===== src/design/asd_pkg.sv =====
`timescale 1ns / 1ps

package asd_pkg;

	localparam int AXES         = 3;
	localparam int SAMPLE_W     = 16;
	localparam int VAL_W        = 18;
	localparam int WINDOW_W     = 16;
	localparam int EXT_W        = 17;
	localparam int CFG_INDEX_W  = 2;
	localparam int CFG_DATA_W   = 17;
	localparam int SUM_TAPS_DEF = 4;

	localparam logic [WINDOW_W-1:0] WINDOW_RESET = 16'd50;
	localparam logic [EXT_W-1:0]    EXTREME_RESET = 17'd100;
	localparam logic [EXT_W-1:0]    CHANGE_RESET = 17'd100;

	localparam logic signed [VAL_W-1:0] VAL_MAX = 18'sd131071;
	localparam logic signed [VAL_W-1:0] VAL_MIN = -18'sd131072;

	typedef logic [1:0] axis_code_t;
	localparam axis_code_t AXIS_X = 2'd0;
	localparam axis_code_t AXIS_Y = 2'd1;
	localparam axis_code_t AXIS_Z = 2'd2;

	typedef logic [CFG_INDEX_W-1:0] cfg_index_t;
	localparam cfg_index_t CFG_WINDOW  = 2'd0;
	localparam cfg_index_t CFG_EXTREME = 2'd1;
	localparam cfg_index_t CFG_CHANGE  = 2'd2;

	typedef logic signed [SAMPLE_W-1:0] sample_t;
	typedef logic signed [VAL_W-1:0]    val_t;

	typedef struct packed {
		logic en;
		logic reload;
	} axis_ctl_t;

	typedef struct packed {
		val_t thr;
		val_t fprev;
		val_t fnow;
	} axis_stat_t;

endpackage


===== src/design/asd_axis.sv =====
`timescale 1ns / 1ps

module asd_axis import asd_pkg::*; #(
	parameter int SUM_TAPS = SUM_TAPS_DEF
) (
	input  logic             clk,
	input  logic             arst_n,
	input  sample_t          sample,
	input  axis_ctl_t        ctl,
	input  logic [EXT_W-1:0] extreme_init,
	input  logic [EXT_W-1:0] change_min,
	output axis_stat_t       stat
);

	localparam int SUM_W = VAL_W + $clog2(SUM_TAPS + 1);

	sample_t hist_q [SUM_TAPS];
	val_t    peak_high_q;
	val_t    peak_low_q;
	val_t    thr_q;
	val_t    fnow_q;

	logic signed [SUM_W-1:0] sum_wide;
	val_t                    sum_sat;
	val_t                    ph_upd;
	val_t                    pl_upd;
	logic signed [VAL_W:0]   half_sum;
	logic signed [VAL_W:0]   half_adj;
	val_t                    thr_next;
	val_t                    ext_pos;
	logic signed [VAL_W:0]   diff;
	logic [VAL_W:0]          diff_abs;
	val_t                    fnow_next;

	// Window sum over the new sample and the newest SUM_TAPS-1 held samples
	always_comb begin
		sum_wide = SUM_W'(sample);
		for (int k = 0; k < SUM_TAPS - 1; k++) begin
			sum_wide = sum_wide + SUM_W'(hist_q[k]);
		end
	end

	always_comb begin
		if (sum_wide > SUM_W'(VAL_MAX)) begin
			sum_sat = VAL_MAX;
		end else if (sum_wide < SUM_W'(VAL_MIN)) begin
			sum_sat = VAL_MIN;
		end else begin
			sum_sat = sum_wide[VAL_W-1:0];
		end
	end

	assign ph_upd = (sum_sat > peak_high_q) ? sum_sat : peak_high_q;
	assign pl_upd = (sum_sat < peak_low_q) ? sum_sat : peak_low_q;

	// Midpoint, truncated toward zero
	assign half_sum = {ph_upd[VAL_W-1], ph_upd} + {pl_upd[VAL_W-1], pl_upd};
	assign half_adj = half_sum + {{VAL_W{1'b0}}, half_sum[VAL_W]};
	assign thr_next = ctl.reload ? half_adj[VAL_W:1] : thr_q;
	assign ext_pos  = {1'b0, extreme_init};

	// Dead band on the filtered value
	assign diff     = {fnow_q[VAL_W-1], fnow_q} - {sum_sat[VAL_W-1], sum_sat};
	assign diff_abs = diff[VAL_W] ? (~diff + 1'b1) : diff;
	assign fnow_next = (diff_abs > {2'b00, change_min}) ? sum_sat : fnow_q;

	assign stat.thr   = thr_next;
	assign stat.fprev = fnow_q;
	assign stat.fnow  = fnow_next;

	always_ff @(posedge clk or negedge arst_n) begin
		if (!arst_n) begin
			for (int k = 0; k < SUM_TAPS; k++) begin
				hist_q[k] <= '0;
			end
			peak_high_q <= '0;
			peak_low_q  <= '0;
			thr_q       <= '0;
			fnow_q      <= '0;
		end else if (ctl.en) begin
			hist_q[0] <= sample;
			for (int k = 1; k < SUM_TAPS; k++) begin
				hist_q[k] <= hist_q[k-1];
			end
			if (ctl.reload) begin
				peak_high_q <= -ext_pos;
				peak_low_q  <= ext_pos;
			end else begin
				peak_high_q <= ph_upd;
				peak_low_q  <= pl_upd;
			end
			thr_q  <= thr_next;
			fnow_q <= fnow_next;
		end
	end

endmodule


===== src/design/asd_select.sv =====
`timescale 1ns / 1ps

module asd_select import asd_pkg::*; (
	input  axis_stat_t stat [AXES],
	output axis_code_t sel,
	output val_t       thr,
	output logic       step
);

	logic [VAL_W-1:0] mag [AXES];
	axis_stat_t       pick;

	always_comb begin
		for (int a = 0; a < AXES; a++) begin
			mag[a] = stat[a].thr[VAL_W-1] ? (~stat[a].thr + 1'b1) : stat[a].thr;
		end
	end

	// x needs to beat both and y needs to beat z; a tie goes to the later axis
	always_comb begin
		if (mag[0] > mag[1]) begin
			sel = (mag[0] > mag[2]) ? AXIS_X : AXIS_Z;
		end else begin
			sel = (mag[1] > mag[2]) ? AXIS_Y : AXIS_Z;
		end
	end

	always_comb begin
		unique case (sel)
			AXIS_X:  pick = stat[0];
			AXIS_Y:  pick = stat[1];
			default: pick = stat[2];
		endcase
	end

	assign thr  = pick.thr;
	assign step = ($signed(pick.fprev) > $signed(pick.thr)) &&
	              ($signed(pick.fnow) < $signed(pick.thr));

endmodule


===== src/design/accel_step_detector.sv =====
`timescale 1ns / 1ps

// Step detector for a three-axis accelerometer. Every accepted sample gives
// exactly one result (step flag, active axis, its threshold), in order. The
// block takes one sample per clock cycle unless the result side stalls;
// the sample lands in the input register, then a single pass of window sum,
// peak tracking, threshold, dead-band filter and axis selection fills the
// result register when that register is empty or being read. Configuration
// writes are taken in any cycle on the cfg channel and should land only
// while no sample is in flight.
module accel_step_detector import asd_pkg::*; #(
	parameter int SUM_TAPS = SUM_TAPS_DEF
) (
	input  logic                   clk,
	input  logic                   arst_n,
	input  logic                   in_valid,
	output logic                   in_ready,
	input  sample_t                accel_x,
	input  sample_t                accel_y,
	input  sample_t                accel_z,
	output logic                   out_valid,
	input  logic                   out_ready,
	output logic                   step_seen,
	output axis_code_t             active_axis,
	output val_t                   active_threshold,
	input  logic                   cfg_valid,
	output logic                   cfg_ready,
	input  cfg_index_t             cfg_index,
	input  logic [CFG_DATA_W-1:0]  cfg_data
);

	logic [WINDOW_W-1:0] window_q;
	logic [EXT_W-1:0]    extreme_q;
	logic [EXT_W-1:0]    change_q;
	logic [WINDOW_W-1:0] count_q;

	logic    valid_s1;
	sample_t samp_s1 [AXES];

	logic            out_valid_q;
	logic            step_q;
	axis_code_t      axis_q;
	val_t            thr_q;

	logic            advance;
	logic [WINDOW_W:0] count_inc;
	logic            window_hit;
	axis_ctl_t       ctl;
	axis_stat_t      stat [AXES];
	axis_code_t      sel;
	val_t            sel_thr;
	logic            step;

	assign cfg_ready = 1'b1;

	always_ff @(posedge clk or negedge arst_n) begin
		if (!arst_n) begin
			window_q  <= WINDOW_RESET;
			extreme_q <= EXTREME_RESET;
			change_q  <= CHANGE_RESET;
		end else if (cfg_valid) begin
			unique case (cfg_index)
				CFG_WINDOW:  window_q  <= cfg_data[WINDOW_W-1:0];
				CFG_EXTREME: extreme_q <= cfg_data[EXT_W-1:0];
				CFG_CHANGE:  change_q  <= cfg_data[EXT_W-1:0];
				default:     ;
			endcase
		end
	end

	assign advance  = valid_s1 && (!out_valid_q || out_ready);
	assign in_ready = !valid_s1 || advance;

	always_ff @(posedge clk or negedge arst_n) begin
		if (!arst_n) begin
			valid_s1 <= 1'b0;
		end else if (in_ready) begin
			valid_s1 <= in_valid;
		end
	end

	always_ff @(posedge clk) begin
		if (in_valid && in_ready) begin
			samp_s1[0] <= accel_x;
			samp_s1[1] <= accel_y;
			samp_s1[2] <= accel_z;
		end
	end

	// Counter compared one bit wider, cleared when past the window
	assign count_inc  = {1'b0, count_q} + 1'b1;
	assign window_hit = count_inc > {1'b0, window_q};

	always_ff @(posedge clk or negedge arst_n) begin
		if (!arst_n) begin
			count_q <= '0;
		end else if (advance) begin
			count_q <= window_hit ? '0 : count_inc[WINDOW_W-1:0];
		end
	end

	assign ctl.en     = advance;
	assign ctl.reload = window_hit;

	for (genvar a = 0; a < AXES; a++) begin : g_axis
		asd_axis #(
			.SUM_TAPS(SUM_TAPS)
		) u_axis (
			.clk         (clk),
			.arst_n      (arst_n),
			.sample      (samp_s1[a]),
			.ctl         (ctl),
			.extreme_init(extreme_q),
			.change_min  (change_q),
			.stat        (stat[a])
		);
	end

	asd_select u_select (
		.stat(stat),
		.sel (sel),
		.thr (sel_thr),
		.step(step)
	);

	always_ff @(posedge clk or negedge arst_n) begin
		if (!arst_n) begin
			out_valid_q <= 1'b0;
		end else if (advance) begin
			out_valid_q <= 1'b1;
		end else if (out_ready) begin
			out_valid_q <= 1'b0;
		end
	end

	always_ff @(posedge clk) begin
		if (advance) begin
			step_q <= step;
			axis_q <= sel;
			thr_q  <= sel_thr;
		end
	end

	assign out_valid        = out_valid_q;
	assign step_seen        = step_q;
	assign active_axis      = axis_q;
	assign active_threshold = thr_q;

endmodule


===== config.mk =====
export PLATFORM = sky130hd
export DESIGN_NAME = accel_step_detector
export DESIGN_NICKNAME = d
export VERILOG_FILES = /design/src/design/asd_pkg.sv /design/src/design/asd_axis.sv /design/src/design/asd_select.sv /design/src/design/accel_step_detector.sv
export SDC_FILE = /design/constraint.sdc
export NUM_CORES = 2
export LEC_CHECK = 0
export ABC_AREA = 1
export ABC_CLOCK_PERIOD_IN_PS = 20300
export BUFFER_PORTS_ARGS = -buffer_cell sky130_fd_sc_hd__buf_2
export CAP_MARGIN = 10
export CORE_AREA = 2 2 336 338
export DETAILED_ROUTE_END_ITERATION = 7
export DIE_AREA = 0 0 338 340
export PLACE_DENSITY_LB_ADDON = 0.15
export SYNTH_ARGS = -nofsm -noshare
export SYNTH_HDL_FRONTEND = slang
export SYNTH_SLANG_ARGS = --single-unit

===== constraint.sdc =====
create_clock -name clk -period 20.3 [get_ports clk]
set_input_delay 6.09 -clock clk [delete_from_list [all_inputs] [get_ports clk]]
set_output_delay 6.09 -clock clk [all_outputs]
set_load 0.02 [all_outputs]

# == Yosys cells after proc, flatten, opt, wreduce, memory -nomap -nowiden ==
# Memory sizes are Yosys's and may differ from the RTL's.
# Cells that the tools add are included.
# totals
reg_bits,449
ram_bits,48
output_inout_bits,24
word_cells,139
n_memories,1
# mem_list
memory,words,width,read_ports,rd_clocked_by_memory_dff,write_ports,line,source
samp_s1,3,16,3,0,3,accel_step_detector.sv:38,sample_t samp_s1 [AXES];
# op_classes
addsub,26
n_lt_le_gt_ge,21
n_eq_ne,3
n_mux,39
bitwise_logic,6
reduce_logical,13
# ops
cell,n
$mux 18,27
$gt 18x18->1,7
$pmux 54 s2,1
$lt 18x18->1,4
$add 21x16->21,3
$gt 21x18->1 const B,3
$lt 21x18->1 const B,3
$add 18x18->19,3
$add 19x1->19,3
$add 19x1->19 const B,3
$gt 19x17->1,3
$mux 19,3
$not 19->19,3
$sub 18x18->19,3
$add 17x16->18,3
$add 18x1->18 const B,3
$not 18->18,3
$add 16x16->17,3
$neg 17->18,1
$add 16x1->17 const B,1
$gt 17x16->1,1
$mux 16,1
$mux 2,3
$reduce_and 2->1,3
8 further kinds,17

# == Logic depth before layout (Yosys ltp) ==
# An unclocked memory read counts as a cell.
# logic_depth
word_depth,22
ltp_mapped,105
depth_no_buf,104

# == Cells and area by module ==
# Synthesis repeated with hierarchy kept, for this count alone.
# unflattened
hier_cells,6309
hier_area_um2,45254.7
# by_module_without_submodules
mod,n_inst,cells_each,area_each_um2,seq_area_each_um2
asd_axis at g_axis[1].u_axis,1,1666,11825.1,3002.9
asd_axis at g_axis[0].u_axis,1,1691,11763.8,3002.9
asd_axis at g_axis[2].u_axis,1,1681,11746.3,3002.9
accel_step_detector,1,513,5572.8,3784.9
asd_select,1,758,4346.7,0.0

# == Least setup slack after synthesis ==
# No wires, ideal clock.
# synth_path
path_kind,flip-flop to flip-flop
start,reg g_axis[0].u_axis.hist_q[49] (netlist name)
end,reg step_q (netlist: step_seen) (data pin)
arrival_time_ns,13.360
path_slack_ns,6.802
path_stages_with_launch,98
path_buffers,4
cell_sequence,dfrtp_1 -> inv_1 -> fa_1 -> inv_1 -> ha_1 -> inv_1 -> fa_1 -> nand3b_1 -> and2_1 -> o21ai_0 -> a21o_1 -> a21oi_1 -> o21bai_1 -> a21oi_1 -> o21bai_1 -> nand3_1 -> nand2_1 -> xor2_1 -> [... 62 more ...] -> a31oi_2 -> nand2_2 -> buf_6 -> buf_2 -> o22ai_1 -> nor2_1 -> ha_1 -> a21o_1 -> a31oi_1 -> o211ai_1 -> nand2_1 -> a21oi_1 -> a2111oi_0 -> o221ai_1 -> xor2_1 -> a41oi_1 -> nand2_1 -> nor2_1
# synth_between
elab_chain_len,21
# synth_rtl
element,line,source
from (decl),asd_axis.sv:17,sample_t hist_q [SUM_TAPS];
"from (signal, indexed assignment)",asd_axis.sv:83,hist_q[k] <= hist_q[k-1];
$add 16x16->17 (*),asd_axis.sv:39,sum_wide = sum_wide + SUM_W'(hist_q[k]);
$add 17x16->18 (*),asd_axis.sv:39,
$add 21x16->21 (*),asd_axis.sv:39,
$lt 21x18->1,asd_axis.sv:46,end else if (sum_wide < SUM_W'(VAL_MIN)) begin
$mux 18,asd_axis.sv:46,
$mux 18 (*),asd_axis.sv:44,if (sum_wide > SUM_W'(VAL_MAX)) begin
$gt 18x18->1 or $lt 18x18->1 (tied branches),"asd_axis.sv:53, asd_axis.sv:54",
$mux 18 (on tied branches),"asd_axis.sv:53, asd_axis.sv:54",
[... 6 more ...],n/a,
$gt 18x18->1,asd_select.sv:22,sel = (mag[0] > mag[2]) ? AXIS_X : AXIS_Z;
$mux 2,asd_select.sv:22,
$mux 2,asd_select.sv:21,if (mag[0] > mag[1]) begin
$eq 2x1->1 or $logic_not 2->1 (tied branches),asd_select.sv:29,unique case (sel)
$pmux 54 s2 (*),asd_select.sv:29,
$gt 18x18->1 or $lt 18x18->1 (tied branches),"asd_select.sv:37, asd_select.sv:38",
$logic_and 1x1->1 (*),asd_select.sv:37,assign step = ($signed(pick.fprev) > $signed(pick.thr)) &&
net step,accel_step_detector.sv:52,logic step;
to (signal assigned),accel_step_detector.sv:138,step_q <= step;
to (decl),accel_step_detector.sv:41,logic step_q;
# Mark *: on every way through the listed nets, which the timed path passes. The rest lies on a longest branch.
# A chain may end at the register's enable or synchronous reset.

==> flow_metrics.tcl <==
set metrics [dict create \
    grt_pass1_wl_um 242000 \
    start_kind "register" \
    hp-class "reg -> reg" \
    yosys.area.top_type "dfrtp_1" \
    yosys_warnings 0 \
    dp_hpwl_um 127000 \
    first_global_vias 39200 \
    status "finished, final reports clean" \
    async_reset_ff_share_pct 86.1 \
    core_um2 112000 \
    finalWirelength_um 160000 \
    netlist_area_um2 44200 \
    pre_cts_ws_ps 2600 \
    syn_area_per_cell_um2 7.09 \
    ys.flop_type "dfrtp_1" \
    grt_overflow 0 \
    layout-drive-gt1-share_pct 5.11 \
    drt-vias-per-instance 5.29 \
    diodes 0 \
    drtAntennaViolNets 0 \
    postSynthNetCount 6846 \
    cts_max_path_buffers 3 \
    drtPass1Iterations 6 \
    synth_edf_count 69 \
    min_from "g_axis[2].u_axis.thr_q[14]" \
    min_period_ps 17930 \
    io_buffers 94 \
    die_h_um 340 \
    r2r-start "samp_s1[0][1]" \
    cts_tree "done" \
    die-area_um2 115000 \
    postSynthCellCount 6231 \
    worstPathMaxFanout 36 \
    ff2ff_path_depth 88 \
    yosysSeqAreaShare_pct 28.9 \
    hold_viol 0 \
    arrival_ps 18440 \
    cts.clk_slew.worst_paths_ps 60 \
    worst_path_largest_cell_delay_ps 860 \
    rsz0062_at_grt "no" \
    drc_errors 0 \
    synth_area_leaders "dfrtp_1 (24%), nand2_1 (15%), ha_1 (14%)" \
    crit_slowest_cell "o21ai_0" \
    cts.sinks 497 \
    area_delta_synth_final_pct 9.55 \
    required_ps 20810 \
    timing.final.ws_setup_ps 2370 \
    drt-initial-drc-count 3603 \
    h-tree-depth 3 \
    synthTopCellsByCount "nand2_1 (1,815), inv_1 (980), ha_1 (483)" \
    postCtsSetupBuffers 0 \
    fmax_mhz 55.8 \
    ctsResizeCount 0 \
    whs_ps 476 \
    synth-seq-cells 497 \
    ff_latch_area_um2 12800 \
    via_count 41300 \
    relSlewSlack_pct 11.2 \
    final_util_pct 43.4 \
    max_slew.worst_pin.slew_ps 1320 \
    setup_viol 0 \
    multi_input_area_um2 27000 \
    tns_ps 0 \
    antenna_found_initial 1 \
    min_path_cells 2 \
    netlist.area_leader.share_pct 23.7 \
    ys_types 67 \
    crit_top_cell "nand2_1" \
    critPathKind "reg -> reg" \
    avgRoutedWirePerCell_um 20.5 \
    startpoint "samp_s1[0][1]" \
    drv_slew 0 \
    clock_latency_ps 670 \
    gp_congestion 0.991 \
    fin_worst_skew_ps 22.2 \
    n_fill_cell 11600 \
    yosysMostFrequentCell "nand2_1" \
    io_pins 96 \
    cts_inserted_buffers 68 \
    grt_max_degree 154 \
    final_nets 6878 \
    crit_path_end_kind "register" \
    post-route-period-util_pct 88.3 \
    initial_core_util_pct 39.6 \
    drv_cap 0 \
    cts-root-buf "clkbuf_16" \
    hold_buffers 0 \
    grt_use_total_pct 27.9 \
    dieWidth_um 338 \
    num_rows 123 \
]
==> routing by layer <==
layer	vias up	global-route usage, %	part of all wire (%)
met2	1188	43.6	44
met3	270	4.01	5.8
met5	-	0	0
met4	0	12.4	5.0
li1	20400	-	-
met1	19500	38.1	45
==> worst max-delay path: cells and delay by family, from the launching register on <==
kind	cells	cell delay [ps]
compound gates	33	6380
simple gates	30	5660
fa+ha+maj	11	3680
buf+inv	11	1200
xor+xnor	3	410
flops	1	370
==> per-stage QoR <==
stage	cell area [µm²]	instances
after floorplan	44200	6231
after global placement	46200	7693
after CTS	48400	7817
final	48400	7817
after global routing	48400	7817
after detailed placement	46200	7693
==> cell usage in the layout, fill, tap and decap left out, types with 98 or more instances in the layout <==
| cell type | n |
|---|---|
| ha_1 | 483 |
| inv_1 | 978 |
| nand3_1 | 302 |
| nand4_1 | 98 |
| a21oi_1 | 326 |
| dfrtp_1 | 419 |
| o21ai_0 | 467 |
| xor2_1 | 186 |
| nand2_1 | 1814 |
| nor2_1 | 292 |
==> worst paths after layout <==
check / to / slack, ps
setup / recovery: step_seen / 2370
hold / removal: g_axis[2].u_axis.thr_q[14] / 480
setup reg to reg: step_seen / 2370
hold reg to reg: g_axis[2].u_axis.thr_q[14] / 480
max in group asynchronous: g_axis[0].u_axis.hist_q[48] / 13340
min in group asynchronous: g_axis[1].u_axis.peak_high_q[17] / 5440
==> cells by family (layout without fill, tap and decap cells) <==
logic type	count (synthesis)	in the layout	share of synthesized area, %
flip-flops	497	497	28.9
AND/OR/NAND/NOR	2665	2665	25.0
buffers and inverters	1155	1241	9.98
AO/OA/AOI/OAI	1115	1115	14.7
other	1	1	0.00848
XOR/XNOR	255	255	5.05
adder cells (fa/ha/maj)	543	543	16.4
==> final cells by class <==
cell class	instances	area share, %
inverters	996	7.75
clock buffers	95	3.97
clock inverters	29	0.705
flip-flops and latches	497	26.4
well taps	1500	3.88
multi-input cells	4579	55.8
repair buffers	121	1.46
==> sequential cells by signal, summed over array words and instances (netlist names), 18 cells and up <==
signal,count
g_axis.u_axis.fnow_q,54
g_axis.u_axis.peak_high_q,54
samp_s1,48
g_axis.u_axis.peak_low_q,54
g_axis.u_axis.thr_q,54
active_threshold,18
g_axis.u_axis.hist_q,144
Power is not shown: default switching activity piles up to over one toggle a cycle in this logic, so the estimate is an artifact.
